[src/sv/mmpid_pkg.sv]
// Package for the multimodal position-id generator.
// Holds sizes, command/status/register codes, state types and small helpers.
// No dependencies.
`default_nettype none

package mmpid_pkg;

    // Sizing
    localparam int MAX_REFS = 10;
    localparam int DIM_MAX  = 1024;
    localparam int TEXT_MAX = 65535;

    localparam int TEXT_W   = 16;                    // text slot / length
    localparam int DIM_W    = 11;                    // image dimension
    localparam int CTR_W    = $clog2(DIM_MAX);       // row / column counter
    localparam int POS_T_W  = 17;                    // temporal position
    localparam int POS_X2_W = 19;                    // doubled row / column
    localparam int IDX_W    = 4;                     // image_index field
    localparam int CNT_W    = $clog2(MAX_REFS + 1);  // reference count
    localparam int REF_AW   = (MAX_REFS > 1) ? $clog2(MAX_REFS) : 1;
    localparam int REF_W    = TEXT_W + 2 * DIM_W;    // one stored descriptor
    localparam int CFG_IDX_W  = 2;
    localparam int CFG_DATA_W = 16;

    // Item payload widths on the stream ports
    localparam int S_TDATA_W = 40;
    localparam int S_TUSER_W = 2;
    localparam int M_TDATA_W = 64;
    localparam int M_TUSER_W = 3;

    typedef enum logic [1:0] {
        CMD_ADD   = 2'd0,
        CMD_START = 2'd1,
        CMD_NEXT  = 2'd2,
        CMD_CLEAR = 2'd3
    } cmd_t;

    typedef enum logic [1:0] {
        ST_OK        = 2'd0,
        ST_INVALID   = 2'd1,
        ST_FULL      = 2'd2,
        ST_NOT_GEN   = 2'd3
    } status_t;

    typedef enum logic [1:0] {
        CFG_TEXT_LEN    = 2'd0,
        CFG_MAIN_HEIGHT = 2'd1,
        CFG_MAIN_WIDTH  = 2'd2,
        CFG_UNUSED      = 2'd3
    } cfg_idx_t;

    typedef enum logic [1:0] {
        PH_IDLE  = 2'd0,
        PH_TEXT  = 2'd1,
        PH_IMAGE = 2'd2
    } gen_phase_t;

    typedef enum logic {
        CS_READY = 1'b0,
        CS_LOAD  = 1'b1
    } ctl_state_t;

    typedef struct packed {
        logic [TEXT_W-1:0] slot;
        logic [DIM_W-1:0]  height;
        logic [DIM_W-1:0]  width;
    } ref_entry_t;

    // Dimension in 1..DIM_MAX
    function automatic logic dim_ok(input logic [DIM_W-1:0] d);
        return (d != '0) && (d <= DIM_W'(DIM_MAX));
    endfunction

    // 2*(idx - ceil(n/2)) + n%2 - main_n%2, exact in doubled units
    function automatic logic signed [POS_X2_W-1:0] centred_x2(
        input logic [CTR_W-1:0] idx,
        input logic [DIM_W-1:0] n,
        input logic [DIM_W-1:0] main_n
    );
        logic [DIM_W:0]              half_up;
        logic signed [POS_X2_W-1:0]  v;
        half_up = ({1'b0, n} + (DIM_W+1)'(1)) >> 1;
        v = $signed(POS_X2_W'(idx) << 1) - $signed(POS_X2_W'(half_up) << 1);
        v = v + $signed(POS_X2_W'(n[0])) - $signed(POS_X2_W'(main_n[0]));
        return v;
    endfunction

endpackage

`default_nettype wire

[src/sv/mmpid_ram.sv]
// Generic single-write, single-read synchronous RAM with registered read data.
// Used for the reference descriptor table. No dependencies.
`default_nettype none

module mmpid_ram #(
    parameter int WIDTH = 8,
    parameter int DEPTH = 16
) (
    input  wire logic                                    clk,
    input  wire logic                                    we,
    input  wire logic [((DEPTH > 1) ? $clog2(DEPTH) : 1)-1:0] waddr,
    input  wire logic [WIDTH-1:0]                        wdata,
    input  wire logic                                    re,
    input  wire logic [((DEPTH > 1) ? $clog2(DEPTH) : 1)-1:0] raddr,
    output logic [WIDTH-1:0]                             rdata
);

    logic [WIDTH-1:0] mem [DEPTH];

    // Write port
    always_ff @(posedge clk)
    begin
        if (we)
        begin
            mem[waddr] <= wdata;
        end
    end

    // Registered read port
    always_ff @(posedge clk)
    begin
        if (re)
        begin
            rdata <= mem[raddr];
        end
    end

endmodule

`default_nettype wire

[src/sv/multimodal_position_id_generator.sv]
// A result is registered in the cycle after its item is accepted.
// Throughput: one item per cycle while the output is not stalled, except that starting and
// moving to the next segment pass through a descriptor table read state (one RAM port).
// Reset (rst_n, async, low): idle, empty table, text length and main size 1.
// The descriptor table is not cleared; only entries below the count are read.
// Top level of the multimodal position-id generator; uses mmpid_pkg, mmpid_ram.
`default_nettype none

module multimodal_position_id_generator (
    input  wire logic                                 clk,
    input  wire logic                                 rst_n,
    // Item in: tdata = ref_text_slot, ref_height, ref_width, zero pad
    input  wire logic                                 s_tvalid,
    output logic                                      s_tready,
    input  wire logic [mmpid_pkg::S_TDATA_W-1:0]      s_tdata,
    // tuser = command
    input  wire logic [mmpid_pkg::S_TUSER_W-1:0]      s_tuser,
    // Item out: tdata = pos_temporal, pos_row_x2, pos_col_x2, segment_first,
    // image_index, zero pad
    output logic                                      m_tvalid,
    input  wire logic                                 m_tready,
    output logic [mmpid_pkg::M_TDATA_W-1:0]           m_tdata,
    // tuser = status, is_text
    output logic [mmpid_pkg::M_TUSER_W-1:0]           m_tuser,
    output logic                                      m_tlast,
    // Register writes
    input  wire logic                                 cfg_valid,
    output logic                                      cfg_ready,
    input  wire logic [mmpid_pkg::CFG_IDX_W-1:0]      cfg_index,
    input  wire logic [mmpid_pkg::CFG_DATA_W-1:0]     cfg_data
);

    localparam int TW  = mmpid_pkg::TEXT_W;
    localparam int DW  = mmpid_pkg::DIM_W;
    localparam int CW  = mmpid_pkg::CTR_W;
    localparam int PW  = mmpid_pkg::POS_T_W;
    localparam int XW  = mmpid_pkg::POS_X2_W;
    localparam int NW  = mmpid_pkg::CNT_W;
    localparam int AW  = mmpid_pkg::REF_AW;
    localparam int IW  = mmpid_pkg::IDX_W;

    // Input field split
    mmpid_pkg::cmd_t   in_cmd;
    logic [TW-1:0]     in_slot;
    logic [DW-1:0]     in_h;
    logic [DW-1:0]     in_w;
    logic              in_acc;

    assign in_cmd  = mmpid_pkg::cmd_t'(s_tuser[1:0]);
    assign in_slot = s_tdata[TW-1:0];
    assign in_h    = s_tdata[TW+DW-1:TW];
    assign in_w    = s_tdata[TW+2*DW-1:TW+DW];
    assign in_acc  = s_tvalid && s_tready;

    // Control state
    mmpid_pkg::ctl_state_t  state_reg, state_next;
    mmpid_pkg::gen_phase_t  phase_reg, phase_next;
    logic [NW-1:0]          ref_count_reg, ref_count_next;
    logic [TW-1:0]          last_slot_reg, last_slot_next;
    logic [NW-1:0]          seg_reg, seg_next;
    logic [TW-1:0]          cursor_reg, cursor_next;
    logic [CW-1:0]          row_reg, row_next;
    logic [CW-1:0]          col_reg, col_next;
    logic [PW-1:0]          temp_reg, temp_next;
    logic [TW-1:0]          text_len_reg, text_len_next;
    logic [DW-1:0]          main_h_reg, main_h_next;
    logic [DW-1:0]          main_w_reg, main_w_next;
    logic                   m_tvalid_reg, m_tvalid_next;

    // Current segment descriptor (payload)
    logic [TW-1:0]          cur_end_reg, cur_end_next;
    logic [TW-1:0]          seg_start_reg, seg_start_next;
    logic [DW-1:0]          cur_h_reg, cur_h_next;
    logic [DW-1:0]          cur_w_reg, cur_w_next;

    // Result register (payload)
    mmpid_pkg::status_t     o_status_reg, o_status_next;
    logic [PW-1:0]          o_temp_reg, o_temp_next;
    logic signed [XW-1:0]   o_row_reg, o_row_next;
    logic signed [XW-1:0]   o_col_reg, o_col_next;
    logic                   o_text_reg, o_text_next;
    logic                   o_first_reg, o_first_next;
    logic [IW-1:0]          o_index_reg, o_index_next;
    logic                   o_last_reg, o_last_next;

    // Table RAM
    logic                       ram_we;
    logic                       ram_re;
    logic [AW-1:0]              ram_raddr;
    mmpid_pkg::ref_entry_t      ram_wentry;
    logic [mmpid_pkg::REF_W-1:0] ram_rdata;
    mmpid_pkg::ref_entry_t      ram_rentry;

    assign ram_wentry.slot   = in_slot;
    assign ram_wentry.height = in_h;
    assign ram_wentry.width  = in_w;
    assign ram_rentry        = mmpid_pkg::ref_entry_t'(ram_rdata);

    mmpid_ram #(
        .WIDTH (mmpid_pkg::REF_W),
        .DEPTH (mmpid_pkg::MAX_REFS)
    ) u_ref_table (
        .clk   (clk),
        .we    (ram_we),
        .waddr (ref_count_reg[AW-1:0]),
        .wdata (ram_wentry),
        .re    (ram_re),
        .raddr (ram_raddr),
        .rdata (ram_rdata)
    );

    // Handshakes
    assign s_tready  = (state_reg == mmpid_pkg::CS_READY) && (!m_tvalid_reg || m_tready);
    assign cfg_ready = 1'b1;

    // Output packing
    assign m_tvalid = m_tvalid_reg;
    assign m_tlast  = o_last_reg;
    assign m_tuser  = {o_text_reg, o_status_reg};
    assign m_tdata  = {4'b0000, o_index_reg, o_first_reg, o_col_reg, o_row_reg, o_temp_reg};

    // Next-state and result logic
    always_comb
    begin
        logic           seg_is_ref;
        logic           start_ok;
        logic [TW:0]    cursor_inc;
        logic [DW-1:0]  col_inc;
        logic [DW-1:0]  row_inc;
        logic [DW-1:0]  dim_max;
        logic [NW-1:0]  seg_inc;

        state_next       = state_reg;
        phase_next       = phase_reg;
        ref_count_next   = ref_count_reg;
        last_slot_next   = last_slot_reg;
        seg_next         = seg_reg;
        cursor_next      = cursor_reg;
        row_next         = row_reg;
        col_next         = col_reg;
        temp_next        = temp_reg;
        text_len_next    = text_len_reg;
        main_h_next      = main_h_reg;
        main_w_next      = main_w_reg;
        m_tvalid_next    = m_tvalid_reg && !m_tready;
        cur_end_next     = cur_end_reg;
        seg_start_next   = seg_start_reg;
        cur_h_next       = cur_h_reg;
        cur_w_next       = cur_w_reg;
        o_status_next    = o_status_reg;
        o_temp_next      = o_temp_reg;
        o_row_next       = o_row_reg;
        o_col_next       = o_col_reg;
        o_text_next      = o_text_reg;
        o_first_next     = o_first_reg;
        o_index_next     = o_index_reg;
        o_last_next      = o_last_reg;
        ram_we           = 1'b0;
        ram_re           = 1'b0;
        ram_raddr        = '0;

        seg_is_ref = (seg_reg < ref_count_reg);
        start_ok   = (text_len_reg != '0)
                     && ({1'b0, text_len_reg} <= (TW+1)'(mmpid_pkg::TEXT_MAX))
                     && mmpid_pkg::dim_ok(main_h_reg) && mmpid_pkg::dim_ok(main_w_reg)
                     && (last_slot_reg <= text_len_reg);
        cursor_inc = {1'b0, cursor_reg} + (TW+1)'(1);
        col_inc    = DW'(col_reg) + DW'(1);
        row_inc    = DW'(row_reg) + DW'(1);
        dim_max    = (cur_h_reg > cur_w_reg) ? cur_h_reg : cur_w_reg;
        seg_inc    = seg_reg + NW'(1);

        // Register writes apply only while not generating
        if (cfg_valid && (state_reg == mmpid_pkg::CS_READY)
            && (phase_reg == mmpid_pkg::PH_IDLE))
        begin
            unique case (mmpid_pkg::cfg_idx_t'(cfg_index))
                mmpid_pkg::CFG_TEXT_LEN:    text_len_next = cfg_data[TW-1:0];
                mmpid_pkg::CFG_MAIN_HEIGHT: main_h_next   = cfg_data[DW-1:0];
                mmpid_pkg::CFG_MAIN_WIDTH:  main_w_next   = cfg_data[DW-1:0];
                default: ;
            endcase
        end

        if (state_reg == mmpid_pkg::CS_LOAD)
        begin
            // Table data has arrived: set up the segment
            if (seg_is_ref)
            begin
                cur_end_next = ram_rentry.slot;
                cur_h_next   = ram_rentry.height;
                cur_w_next   = ram_rentry.width;
            end
            else
            begin
                cur_end_next = text_len_reg;
                cur_h_next   = main_h_reg;
                cur_w_next   = main_w_reg;
            end
            phase_next = (cur_end_next > cursor_reg) ? mmpid_pkg::PH_TEXT
                                                     : mmpid_pkg::PH_IMAGE;
            row_next   = '0;
            col_next   = '0;
            state_next = mmpid_pkg::CS_READY;
        end
        else if (in_acc)
        begin
            m_tvalid_next = 1'b1;
            o_status_next = mmpid_pkg::ST_OK;
            o_temp_next   = '0;
            o_row_next    = '0;
            o_col_next    = '0;
            o_text_next   = 1'b0;
            o_first_next  = 1'b0;
            o_index_next  = '0;
            o_last_next   = 1'b0;

            unique case (in_cmd)
                mmpid_pkg::CMD_ADD:
                begin
                    phase_next = mmpid_pkg::PH_IDLE;
                    if (ref_count_reg >= NW'(mmpid_pkg::MAX_REFS))
                    begin
                        o_status_next = mmpid_pkg::ST_FULL;
                    end
                    else if ((in_slot < last_slot_reg) || (in_slot > text_len_reg)
                             || !mmpid_pkg::dim_ok(in_h) || !mmpid_pkg::dim_ok(in_w))
                    begin
                        o_status_next = mmpid_pkg::ST_INVALID;
                    end
                    else
                    begin
                        ram_we         = 1'b1;
                        ref_count_next = ref_count_reg + NW'(1);
                        last_slot_next = in_slot;
                    end
                end

                mmpid_pkg::CMD_START:
                begin
                    if (!start_ok)
                    begin
                        phase_next    = mmpid_pkg::PH_IDLE;
                        o_status_next = mmpid_pkg::ST_INVALID;
                    end
                    else
                    begin
                        // Slots are stored in rising order, so last_slot bounds them all
                        seg_next       = '0;
                        cursor_next    = '0;
                        temp_next      = '0;
                        seg_start_next = '0;
                        phase_next     = mmpid_pkg::PH_TEXT;
                        state_next     = mmpid_pkg::CS_LOAD;
                        ram_re         = (ref_count_reg != '0);
                        ram_raddr      = '0;
                    end
                end

                mmpid_pkg::CMD_CLEAR:
                begin
                    phase_next     = mmpid_pkg::PH_IDLE;
                    ref_count_next = '0;
                    last_slot_next = '0;
                end

                mmpid_pkg::CMD_NEXT:
                begin
                    unique case (phase_reg)
                        mmpid_pkg::PH_TEXT:
                        begin
                            o_temp_next  = temp_reg;
                            o_row_next   = $signed(XW'(temp_reg) << 1);
                            o_col_next   = $signed(XW'(temp_reg) << 1);
                            o_text_next  = 1'b1;
                            o_first_next = (cursor_reg == seg_start_reg);
                            o_index_next = IW'(seg_reg);
                            temp_next    = temp_reg + PW'(1);
                            cursor_next  = cursor_inc[TW-1:0];
                            if (cursor_inc >= {1'b0, cur_end_reg})
                            begin
                                phase_next = mmpid_pkg::PH_IMAGE;
                            end
                        end

                        mmpid_pkg::PH_IMAGE:
                        begin
                            o_temp_next  = temp_reg;
                            o_row_next   = mmpid_pkg::centred_x2(row_reg, cur_h_reg, main_h_reg);
                            o_col_next   = mmpid_pkg::centred_x2(col_reg, cur_w_reg, main_w_reg);
                            o_first_next = (row_reg == '0) && (col_reg == '0);
                            o_index_next = IW'(seg_reg);
                            col_next     = col_inc[CW-1:0];
                            if (col_inc >= cur_w_reg)
                            begin
                                col_next = '0;
                                row_next = row_inc[CW-1:0];
                                if (row_inc >= cur_h_reg)
                                begin
                                    // Image done: advance time, then main image ends it
                                    temp_next = temp_reg + PW'(dim_max);
                                    if (!seg_is_ref)
                                    begin
                                        o_last_next = 1'b1;
                                        phase_next  = mmpid_pkg::PH_IDLE;
                                        row_next    = '0;
                                    end
                                    else
                                    begin
                                        seg_next       = seg_inc;
                                        seg_start_next = cur_end_reg;
                                        state_next     = mmpid_pkg::CS_LOAD;
                                        ram_re         = (seg_inc < ref_count_reg);
                                        ram_raddr      = seg_inc[AW-1:0];
                                    end
                                end
                            end
                        end

                        default:
                        begin
                            o_status_next = mmpid_pkg::ST_NOT_GEN;
                        end
                    endcase
                end

                default: ;
            endcase
        end
    end

    // Control registers
    always_ff @(posedge clk or negedge rst_n)
    begin
        if (!rst_n)
        begin
            state_reg       <= mmpid_pkg::CS_READY;
            phase_reg       <= mmpid_pkg::PH_IDLE;
            ref_count_reg   <= '0;
            last_slot_reg   <= '0;
            seg_reg         <= '0;
            cursor_reg      <= '0;
            row_reg         <= '0;
            col_reg         <= '0;
            temp_reg        <= '0;
            text_len_reg    <= TW'(1);
            main_h_reg      <= DW'(1);
            main_w_reg      <= DW'(1);
            m_tvalid_reg    <= 1'b0;
        end
        else
        begin
            state_reg       <= state_next;
            phase_reg       <= phase_next;
            ref_count_reg   <= ref_count_next;
            last_slot_reg   <= last_slot_next;
            seg_reg         <= seg_next;
            cursor_reg      <= cursor_next;
            row_reg         <= row_next;
            col_reg         <= col_next;
            temp_reg        <= temp_next;
            text_len_reg    <= text_len_next;
            main_h_reg      <= main_h_next;
            main_w_reg      <= main_w_next;
            m_tvalid_reg    <= m_tvalid_next;
        end
    end

    // Payload registers
    always_ff @(posedge clk)
    begin
        cur_end_reg   <= cur_end_next;
        seg_start_reg <= seg_start_next;
        cur_h_reg     <= cur_h_next;
        cur_w_reg     <= cur_w_next;
        o_status_reg  <= o_status_next;
        o_temp_reg    <= o_temp_next;
        o_row_reg     <= o_row_next;
        o_col_reg     <= o_col_next;
        o_text_reg    <= o_text_next;
        o_first_reg   <= o_first_next;
        o_index_reg   <= o_index_next;
        o_last_reg    <= o_last_next;
    end

`ifndef SYNTHESIS
    // Table count never exceeds its capacity
    a_count_bound: assert property (@(posedge clk) disable iff (!rst_n)
        ref_count_reg <= NW'(mmpid_pkg::MAX_REFS))
        else $error("reference count above table size");

    // A clear resets the reference count on the next cycle
    a_clear: assert property (@(posedge clk) disable iff (!rst_n)
        (in_acc && (in_cmd == mmpid_pkg::CMD_CLEAR)) |=> (ref_count_reg == '0))
        else $error("clear did not empty the table");

    // The table read state always gives way to ready on the next cycle
    a_load_one: assert property (@(posedge clk) disable iff (!rst_n)
        (state_reg == mmpid_pkg::CS_LOAD) |=> (state_reg == mmpid_pkg::CS_READY))
        else $error("load state held more than one cycle");

    // Column and row counters stay inside the current image
    a_image_bounds: assert property (@(posedge clk) disable iff (!rst_n)
        ((state_reg == mmpid_pkg::CS_READY) && (phase_reg == mmpid_pkg::PH_IMAGE))
        |-> ((DW'(col_reg) < cur_w_reg) && (DW'(row_reg) < cur_h_reg)))
        else $error("image counter outside image");

    // A result flagged last leaves the generator idle
    a_last_idle: assert property (@(posedge clk) disable iff (!rst_n)
        (in_acc && (in_cmd == mmpid_pkg::CMD_NEXT)) ##1 o_last_reg
        |-> (phase_reg == mmpid_pkg::PH_IDLE))
        else $error("generation still running after last token");
`endif

endmodule

`default_nettype wire
[config.mk]
export PLATFORM = sky130hd
export DESIGN_NAME = multimodal_position_id_generator
export DESIGN_NICKNAME = d
export VERILOG_FILES = /design/src/sv/mmpid_pkg.sv /design/src/sv/mmpid_ram.sv /design/src/sv/multimodal_position_id_generator.sv
export SDC_FILE = /design/constraint.sdc
export NUM_CORES = 1
export LEC_CHECK = 0
export ABC_AREA = 1
export BUFFER_PORTS_ARGS = -buffer_cell sky130_fd_sc_hd__buf_4
export CAP_MARGIN = 5
export CORE_ASPECT_RATIO = 0.6
export CORE_MARGIN = 5
export CORE_UTILIZATION = 31
export CTS_BUF_LIST = sky130_fd_sc_hd__clkbuf_4
export DETAILED_ROUTE_END_ITERATION = 16
export HOLD_SLACK_MARGIN = 0.1
export PLACE_DENSITY = 0.51
export SETUP_SLACK_MARGIN = 0.2
export SYNTH_ARGS = -nofsm -noshare
export SYNTH_HDL_FRONTEND = slang
export SYNTH_HIERARCHICAL = 1
export SYNTH_SLANG_ARGS = --single-unit
[constraint.sdc]
create_clock -name clk -period 5.55 [get_ports clk]
set_input_delay 0.2775 -clock clk [delete_from_list [all_inputs] [get_ports clk]]
set_output_delay 0.2775 -clock clk [all_outputs]
set_load 0.05 [all_outputs]
Word level (Yosys, flattened, before mapping) --
Memories as Yosys holds them, arrays and structs flattened. A register that Yosys moved wholly into a read port is not among the register bits. Index checks and enable logic that the tools add are counted. Widths: inputs -> output; s select.
Word-level totals: register bits 237, RAM bits 380, input bits 65, output and inout bits 71, logic and storage cells 228, memories 1
Memory list:
- u_ref_table.mem | depth 10, bits a word 38, rd ports 1, clocked after Yosys merged registers in 1, write ports 1, line mmpid_ram.sv:18 | logic [WIDTH-1:0] mem [DEPTH];
Operators by class: add/sub/neg operators 15, order comparisons 15, eq/ne operators 24, multiplexer cells 94, bitwise gates (word level) 1, reductions and logical operators 53
Operators with widths (number):
- $mux 16 | 10
- $mux 10 | 12
- $pmux 16 s2 | 3
- $pmux 19 s2 | 2
- $pmux 17 s2 | 2
- $mux 4 | 14
- $mux 17 | 3
- $le 11x11->1 const B | 4
- $reduce_bool 11->1 | 4
- $mux 11 | 3
- $gt 16x16->1 | 2
- $sub 14x2->15 | 2
- $add 13x2->14 | 2
- $mux 1 | 28
- $sub 11x12->13 | 2
- $add 11x1->12 const B | 2
- $add 10x1->11 const B | 2
- $ge 11x11->1 | 2
- $logic_not 10->1 | 2
- $mux 2 | 9
- $add 16x1->17 const B | 1
- $add 17x1->17 const B | 1
- $add 17x11->17 | 1
- $ge 17x16->1 | 1
- 35 further kinds | 88

Logic depth before layout (Yosys ltp) --
Gate-level depths: netlist of run 1.
depth in word-level cells 12, mapped depth 26, mapped depth without buffers 25

By module --
Netlist of run 1, hierarchy kept.
By module, submodules not included:
- mmpid_ram | times used 1, cells each 1505, area an instance 17106.4 sq um, seq. area each 12552.0 sq um
- multimodal_position_id_generator | times used 1, cells each 2171, area an instance 16742.3 sq um, seq. area each 6525.0 sq um

Worst setup path before layout of run 1 --
OpenSTA, ideal clock, no wires.
path type reg2reg, from reg state_reg, to reg u_ref_table.rdata[0], read port of u_ref_table.mem (enable), setup time 0.446 ns, arrival time 5.020 ns, data required time 5.104 ns, setup slack 0.085 ns, stages on the path, launching flop included 7, path buffers 1, period minus slack after synthesis 5.465 ns, cells stage by stage dfrtp_1 clkbuf_1 nor2_1 nand2_1 inv_2 nand2_1 a21oi_1
Between the ends: word-level cells in the longest chain between the ends 5, elaborated cells between the ends (all ways) 7, classes of those cells mux (4); bitwise (1); reduce/logical (2)
Ends and longest elaborated chain:
- start: declaration | line multimodal_position_id_generator.sv:56 | mmpid_pkg::ctl_state_t state_reg, state_next;
- start signal: assignment | line multimodal_position_id_generator.sv:337 | state_reg <= mmpid_pkg::CS_READY;
- start signal: assignment | line multimodal_position_id_generator.sv:353 | state_reg <= state_next;
- $not 1->1 (no source line)
- $logic_and 1x1->1 | line multimodal_position_id_generator.sv:113 | assign s_tready = (state_reg == mmpid_pkg::CS_READY) && (!m_tvalid_reg || m_tready);
- net s_tready | line multimodal_position_id_generator.sv:14 | output logic s_tready,
- $logic_and 1x1->1 | line multimodal_position_id_generator.sv:53 | assign in_acc = s_tvalid && s_tready;
- $mux 1 | line multimodal_position_id_generator.sv:206 | else if (in_acc)
- $mux 1 | line multimodal_position_id_generator.sv:185 | if (state_reg == mmpid_pkg::CS_LOAD)
- net ram_re | line multimodal_position_id_generator.sv:88 | logic ram_re;
- end: declaration | line mmpid_ram.sv:15 | output logic [WIDTH-1:0] rdata
The timed path passes the listed nets, and every way through them passes these cells. A chain may end at the register's enable or synchronous reset.

Final worst setup path of run 1 --
from reg col_reg[2], to reg u_ref_table.rdata[17], read port of u_ref_table.mem (data pin)
Between the ends: word-level cells in the longest chain between the ends 7, elaborated cells between the ends (all ways) 12, classes of those cells add/sub (1); order compare (1); mux (10)
Ends and longest elaborated chain:
- start: declaration | line multimodal_position_id_generator.sv:63 | logic [CW-1:0] col_reg, col_next;
- start signal: assignment | line multimodal_position_id_generator.sv:360 | col_reg <= col_next;
- $add 10x1->11 | line multimodal_position_id_generator.sv:168 | col_inc = DW'(col_reg) + DW'(1);
- $ge 11x11->1 | line multimodal_position_id_generator.sv:294 | if (col_inc >= cur_w_reg)
- $mux 4 | line multimodal_position_id_generator.sv:294
- $mux 4 | line multimodal_position_id_generator.sv:269 | unique case (phase_reg)
- $mux 4
- $mux 4 | line multimodal_position_id_generator.sv:206
- $mux 4 | line multimodal_position_id_generator.sv:185
- net ram_raddr[0] | line multimodal_position_id_generator.sv:89 | logic [AW-1:0] ram_raddr;
The timed path passes the listed nets, and every way through them passes these cells.

==> summary.md, run 1 <==
| Metric | Value |
|---|---|
| Status | finished, final reports clean |
| Clk root buf | clkbuf_4 |
| P_leak | about 18 nW |
| TNS Setup | 0 ns |
| PD cells | between 300 and 400 mW/mm^2 |
| Final worst path period share | 0.887 |
| Global-route wire length before repair | 156 mm |
| Logic pwr share | 0.291 |
| Largest net degree at the start of global routing | 90 |
| Slowest CP cell | dfrtp_1 |
| Pint | 9.25 mW |
| Post-synthesis adder-cell area fraction | 0.0654 |
| R2r setup slk | ~0.63 ns |
| Die area | around 0.12 mm^2 |
| Vias in the first global route | roughly 25000 |
| Io pins | approximately 140 |
| 1st-iter DRT viols | approximately 2300 |
| Initial antenna violation count | 3 |
| Area of the multi-input gates | between 0.01 and 0.015 mm^2 |
| Reg2Reg Depth | 23 |
| Biggest regs | u_ref_table/mem (380), u_ref_table/rdata (38) |
| Biggest fanout along the worst timing path | 64 |
| CP most frequent cell | nand3_1 |
| Max-cap violation count | 0 |
| Slew margin rel. | 0.187 |
| Class of the worst hold path | primary input to flip-flop |
| CTS buffer count | around 170 |
| Hold_sp | s_tvalid |
| Core footprint | between 0.1 and 0.15 mm^2 |
| Starting Density | 0.314 |
| Synthesis Warnings | 6 |
| Routability cong. | 0.912 |
| Simple-Gate Fraction of Synth Area | 0.219 |
| Distinct cells, synth | 54 |
| Worst setup EP type | flip-flop |
| RSZ-0062 raised after global routing | no |
| GR Overflow Total | 0 |
| FF/Latch Area | 0.0191 mm^2 |
| Fraction of layout cells with a size suffix above 1 | 0.121 |
| Drt pass-1 iters | 6 |
| Die Ht | between 200 and 300 um |
| Post-DP Area | about 0.037 mm^2 |
| Clk Latency, worst-skew pair | 1.07 ns |
| Top cell type by total area after synthesis | edfxtp_1 |
| IO buf count | ~130 |
| CTS tree | done |
| Top post-synthesis cells by area | edfxtp_1 48%, nand2_1 11%, dfrtp_1 8.6% |
| Antenna Violating Nets Remaining | 0 |
| Most common cell after layout, fill and taps aside | nand2_1 |
| Synth Area per Inst | about 9.2 um^2 |
| Final instance area | 0.0400 mm^2 |
| Register area share after synthesis | 0.564 |
| Critical path class | flip-flop to flip-flop |
| Psw | about 5.3 mW |
| Clock power share | 0.288 |
| Hold Fails Final Rpt | 0 |
| Number of flip-flops in the largest register | 380 |
| Largest family of logic cells by synthesized area | simple AND/OR/NAND/NOR gates |
| Final Core Density | 0.371 |
| Cell count after synthesis | between 3000 and 4000 |
| Worst-margin pin slew | between 1 and 1.5 ns |
| Power, Total | between 10 and 15 mW |
| Req. time, crit path | approximately 6.3 ns |
| Ys async rst share | 0.182 |
| Slowest stage delay, CP | between 0.4 and 0.5 ns |
| CTS clk-pin slew, worst paths | 0.07 ns |
| Final WL | between 100 and 150 mm |
| R2R Path End | u_ref_table/rdata[17] |
| Sink Count | 655 |
| Cell count of the worst hold path | 4 |
| Residual DRC | 0 |
| Via count | around 26000 |
| Area fraction in compound gates after synthesis | 0.0540 |
| Seq cells post-synth | 655 |
| Critical path, cell by cell | inv_1 > nor3_1 > nand3_1 > nor3_1 > nand3_1 > xor2_1 > inv_1 > ha_1 > nand2_1 > nor2_1 > nand3_1 > nand4_1 > nand2_1 > nor2_1 > nand2_1 > nor3_4 > buf_12 > buf_12 > nand2_1 > nand3_1 > nand3_1 > nand3_1 > nand2_1 |
| Switching Fraction | 0.366 |
| Clock Path Buffers | 3 |
| Num rows | between 90 and 100 |
| Critical path startpoint category | flip-flop |
| HPWL Detailed | approximately 70 mm |
| Most flops, register | u_ref_table/mem |
| Setup Buffers After CTS | 0 |
| FILL cells | ~11000 |
| Finish-stage setup viols | 0 |
| Area delta synth->final | 18.2% |
| Hold worst-path end | o_index_reg[1] |
| Post-synth top area share | 0.476 |
| Post-synthesis mux area share | 0 |
| Final Max Tran Viols | 0 |
| Via-to-Cell Ratio | between 4 and 5 |
| Die width | between 400 and 500 um |
| Highest Clock Rate | slightly above 200 MHz |
| Layout net count | around 4300 |
| Wirelength per Cell | around 19 um |
| Ys flop type | edfxtp_1 |
| XOR/XNOR Fraction of Synth Area | 0.0160 |
| Crit path DAT | approximately 5.7 ns |
| Worst Clk Skew | between 0.06 and 0.07 ns |
| Worst r2r src | col_reg[2] |
| Maximum vdd drop | approximately 0.24 mV |
| Crit path time final | a little under 5 ns |
| Flop pwr share | 0.421 |
| Gr usage total | 0.177 |
| Most frequent cells in the layout | 1020 x nand2_1, 541 x inv_1, 536 x edfxtp_1 |
| CTS H-tree depth | 4 |
| Cell area after synthesis | between 0.03 and 0.04 mm^2 |
| Post-synth EDFFs | approximately 540 |
==> cell usage after synthesis (all sizes together), types with 2 or more instances <==
cell,number
o22ai,22
o2111ai,3
nor3,31
clkbuf,50
dfrtp,116
a21o,3
xor2,49
nand2,1025
edfxtp,536
a21oi,100
and3,3
o21ai,183
or2,14
a21boi,3
o211ai,3
fa,3
a211oi,2
nor2,257
a31oi,2
nand3,368
xnor2,12
buf,77
o21a,3
o31ai,3
inv,559
nand3b,8
o21bai,4
nor4,9
ha,172
conb,2
dfstp,3
o32ai,6
nand4,41
==> how the worst max path moves through the flow <==
| stage | from | endpoint | slack, ns | depth (start not counted) |
|---|---|---|---|---|
| 3_5_place_dp | col_reg[0] | u_ref_table/rdata[36] | 0.54 | 24 |
| 4_1_cts | col_reg[2] | u_ref_table/rdata[11] | 0.52 | 24 |
| 2_1_floorplan | state_reg | u_ref_table/mem[0][0] | 0.88 | 6 |
| 3_3_place_gp | col_reg[2] | u_ref_table/rdata[36] | 0.67 | 24 |
| 5_1_grt | col_reg[0] | u_ref_table/rdata[17] | 0.20 | 23 |
| 6_report | col_reg[2] | u_ref_table/rdata[17] | 0.63 | 23 |
==> layer usage <==
| layer | up-vias | part of all wire | GRT usage |
|---|---|---|---|
| met4 | 0 | 0.018 | 0.0513 |
| li1 | 12935 | - | - |
| met5 | - | 0 | 0 |
| met3 | 127 | 0.078 | 0.0398 |
| met2 | 813 | 0.39 | 0.238 |
| met1 | 12413 | 0.51 | 0.279 |
==> per-stage QoR <==
| stage | setup slack (ns) | hold WS [ns] | instances |
|---|---|---|---|
| final | 0.627 | 0.364 | 5578 |
| after global routing | 0.199 | 0.347 | 5575 |
| after CTS | 0.520 | 0.259 | 5572 |
| after detailed placement | 0.539 | 0.380 | 5155 |
| after global placement | 0.667 | 0.377 | 5155 |
| after floorplan | 0.876 | -0.0181 | 3679 |
==> worst max-delay path: cells and delay by family, from the launching register on <==
family        cells  cell delay [ns]
fa+ha+maj         1             0.29
flops             1             0.42
simple gates     17             2.96
buf+inv           4             0.68
xor+xnor          1             0.21
==> repair_timing <==
action / 4_1_cts / 5_1_grt
hold buffers: 128 / 0
resized for setup: 0 / 5
hold endpoints to repair: 608 / 0
setup endpoints to repair: 0 / 34
==> power groups by stage <==
stage          logic [mW]  clock network [mW]  registers, mW
3_5_place_dp         4.08                   0           6.23
5_1_grt              4.79                4.63           6.19
4_1_cts              4.20                4.36           6.13
6_report             4.24                4.21           6.15
2_1_floorplan        2.71                   0           6.23
3_3_place_gp         4.02                   0           6.23
==> cell type report <==
cell class,instances,area share
sequential,655,0.477
timing repair buffer,306,0.0694
multi-input combinational,2337,0.303
inverter,560,0.0532
clock buffer,247,0.0463
antenna,6,0.000375
tap,1425,0.0446
clock inverter,42,0.00591
==> cell families (layout without fill, tap and decap cells) <==
family,after synthesis,after routing
XOR/XNOR,61,61
adder cells (fa/ha/maj),175,175
other,2,11
flip-flops,655,655
AO/OA/AOI/OAI,340,340
AND/OR/NAND/NOR,1756,1756
buffers and inverters,687,1155
(Power assumes the default switching activity.)
==> inputs of run 2 (changes only) <==
- PLACE_DENSITY: 0.51 -> 0.43
==> run 2 against run 1 <==
Effect of this change: core utilization grew 0.12 points; die area is the same; final area grew 0.32%; total power grew 2.1%; routed wire length grew 4.8%; sequential share of layout area shrank 0.15 points.
==> summary.md, run 2 (synthesis results as in run 1) <==
| Metric | Value |
|---|---|
| Io pins | 136 (unchanged) |
| Class of the worst hold path | primary input to flip-flop |
| Wirelength per Cell | 19.5 um (+4.9%) |
| Most frequent cells in the layout | 1020 x nand2_1, 541 x inv_1, 536 x edfxtp_1 |
| GR Overflow Total | 0 (unchanged) |
| Via count | 26083 (-0.78%) |
| CTS buffer count | 168 (+1.8%) |
| Slowest CP cell | dfrtp_1 |
| Clock Path Buffers | 3 (unchanged) |
| R2r setup slk | 0.65 ns (+0.03 ns) |
| Residual DRC | 0 (unchanged) |
| Setup crit start | col_reg[0] |
| Req. time, crit path | 6.34 ns (about the same) |
| RSZ-0062 raised after global routing | no |
| Number of flip-flops in the largest register | 380 (unchanged) |
| Clk root buf | clkbuf_4 |
| Area delta synth->final | 18.6% |
| Critical path, cell by cell | inv_1 > nor3_1 > nand3_1 > nor3_1 > nand3_1 > xor2_1 > inv_1 > ha_1 > and3_1 > nand3b_1 > nand4_1 > nand2_1 > nor2_1 > nand2_1 > nor3_2 > buf_4 > inv_6 > buf_4 > nand2_1 > nand3_1 > nand3_1 > nand3_1 > nand2_1 |
| PD cells | 371 mW/mm^2 (+1.8%) |
| Most flops, register | u_ref_table/mem |
| Die Ht | 266 um (unchanged) |
| HPWL Detailed | 71.8 mm (+4.1%) |
| R2R Path End | u_ref_table/rdata[18] |
| CP top delay family | simple AND/OR/NAND/NOR gates |
| Fraction of layout cells with a size suffix above 1 | 0.124 (+0.00313) |
| Starting Density | 0.314 (unchanged) |
| Core footprint | 0.108 mm^2 (unchanged) |
| Critical path class | flip-flop to flip-flop |
| Most common cell after layout, fill and taps aside | nand2_1 |
| Setup Buffers After CTS | 0 (unchanged) |
| CTS H-tree depth | 4 (unchanged) |
| Via-to-Cell Ratio | 4.68 (-0.76%) |
| Vias in the first global route | 25058 (+0.60%) |
| Critical path startpoint category | flip-flop |
| Routability cong. | 0.906 (-0.73%) |
| Status | finished, final reports clean |
| Buf+Inv Stages, Crit Path | 5 (+1) |
| Slew margin rel. | 0.258 (+0.0704) |
| Reg2Reg Depth | 23 (unchanged) |
| Clk Latency, worst-skew pair | 1.11 ns (+0.04 ns) |
| CTS clk-pin slew, worst paths | 0.08 ns (about the same) |
| IO buf count | 128 (unchanged) |
| Worst Setup EP | u_ref_table/rdata[18] |
| CP most frequent cell | nand3_1 |
| Final Core Density | 0.372 (+0.00118) |
| Maximum vdd drop | 0.162 mV (-33%) |
| Slowest stage delay, CP | 0.45 ns (+0.03 ns) |
| Global-route wire length before repair | 162 mm (+3.8%) |
| Final worst path period share | 0.882 (-0.00507) |
| Biggest regs | u_ref_table/mem (380), u_ref_table/rdata (38) |
| Die area | 0.116 mm^2 (unchanged) |
| Die width | 437 um (unchanged) |
| Highest Clock Rate | 204 MHz (+0.57%) |
| Num rows | 93 (unchanged) |
| Hold Fails Final Rpt | 0 (unchanged) |
| Final Max Tran Viols | 0 (unchanged) |
| Worst setup EP type | flip-flop |
| Crit path DAT | 5.68 ns (-0.03 ns) |
| Largest net degree at the start of global routing | 120 (+33%) |
| CTS tree | done |
| Antenna Violating Nets Remaining | 0 (unchanged) |
| Drt pass-1 iters | 6 (unchanged) |
| Initial antenna violation count | 5 (+2) |
| Finish-stage setup viols | 0 (unchanged) |
| Worst-margin pin slew | 1.11 ns (-0.106 ns) |
| Biggest fanout along the worst timing path | 39 (-39%) |
| WP depth | 23 (unchanged) |
| Final WL | 109 mm (+4.8%) |
| Crit path time final | 4.90 ns (-0.0281 ns) |
| Sink Count | 655 (unchanged) |
| Gr usage total | 0.186 (+0.00900) |
| TNS Setup | 0 ns (unchanged) |
| P_leak | 18.0 nW (+0.29%) |
| Layout net count | 4268 (+0.070%) |
| Max-cap violation count | 0 (unchanged) |
| Worst Clk Skew | 0.0763 ns (+0.0132 ns) |
| Worst r2r src | col_reg[0] |
| 1st-iter DRT viols | 2320 (+0.69%) |
| Hold_sp | s_tdata[0] |
==> run 2: changes by cell type in the layout (fill, tap and decap cells not counted) <==
cell,change
buf_12,+6
clkinv_1,-20
nor3_2,+2
clkbuf_4,+14
nor3_4,-2
buf_4,-12
clkinvlp_4,+2
inv_6,+2
dlygate4sd3_1,+7
diode_2,-1
inv_2,+2
buf_16,-1
==> run 2: how the worst min path moves through the flow <==
stage | to | cells past startpoint
detailed placement | text_len_reg[13] | 2
finish | last_slot_reg[0] | 6
floorplan | col_reg[0] | 0
global route | last_slot_reg[0] | 6
global placement | text_len_reg[13] | 2
CTS | last_slot_reg[0] | 6
==> run 2: final cells by class <==
cell class / instances / area [um^2]
Tap cell: 1425 / 1780
Clock inverter: 28 / 224
Fill cell: 11078 / 67700
Inverter: 560 / 2110
Clock buffer: 261 / 1960
Sequential cell: 655 / 19100
Antenna cell: 5 / 12.5
Multi-Input combinational cell: 2337 / 12100
Timing Repair Buffer: 306 / 2850
==> run 2: where the power goes <==
part,switching [mW],internal (mW)
combinational,2.96,1.40
clock,2.13,2.27
sequential,0.382,5.77
total,5.47,9.44
==> run 2: what timing repair did <==
| item | in CTS | in global routing |
|---|---|---|
| hold buffers | 134 | 0 |
| resized for setup | 0 | 0 |
| endpoints found under the hold margin | 622 | 0 |
==> run 2: through the flow <==
stage	power (mW)	setup WS [ns]	std cells	hold WS, ns	instance area (um^2)
after floorplan	8.93	0.876	3679	-0.0181	33900
after global placement	10.4	0.778	5149	0.396	36600
after detailed placement	10.4	0.748	5149	0.389	36600
after CTS	15.0	0.704	5572	0.102	40100
after global routing	16.0	0.284	5575	0.204	40100
final	14.9	0.655	5577	0.249	40100
==> run 2: routing by layer <==
metal	vias to the layer above	wire (um)	GRT usage
met4	2	1470	0.0429
met3	115	7160	0.0451
met5	-	7	0
met2	659	41200	0.244
met1	12404	58900	0.300
li1	12903	-	-
==> run 2: worst reg2reg max path: stages (launching register included) <==
cell and delay [ns]:
dfrtp_1 0.45, inv_1 0.10, nor3_1 0.26, nand3_1 0.20, nor3_1 0.33, nand3_1 0.14
xor2_1 0.19, inv_1 0.06, ha_1 0.28, and3_1 0.19, nand3b_1 0.08, nand4_1 0.38
nand2_1 0.32, nor2_1 0.09, nand2_1 0.21, nor3_2 0.06, buf_4 0.22, inv_6 0.11
buf_4 0.39, nand2_1 0.13, nand3_1 0.09, nand3_1 0.10, nand3_1 0.13, nand2_1 0.09
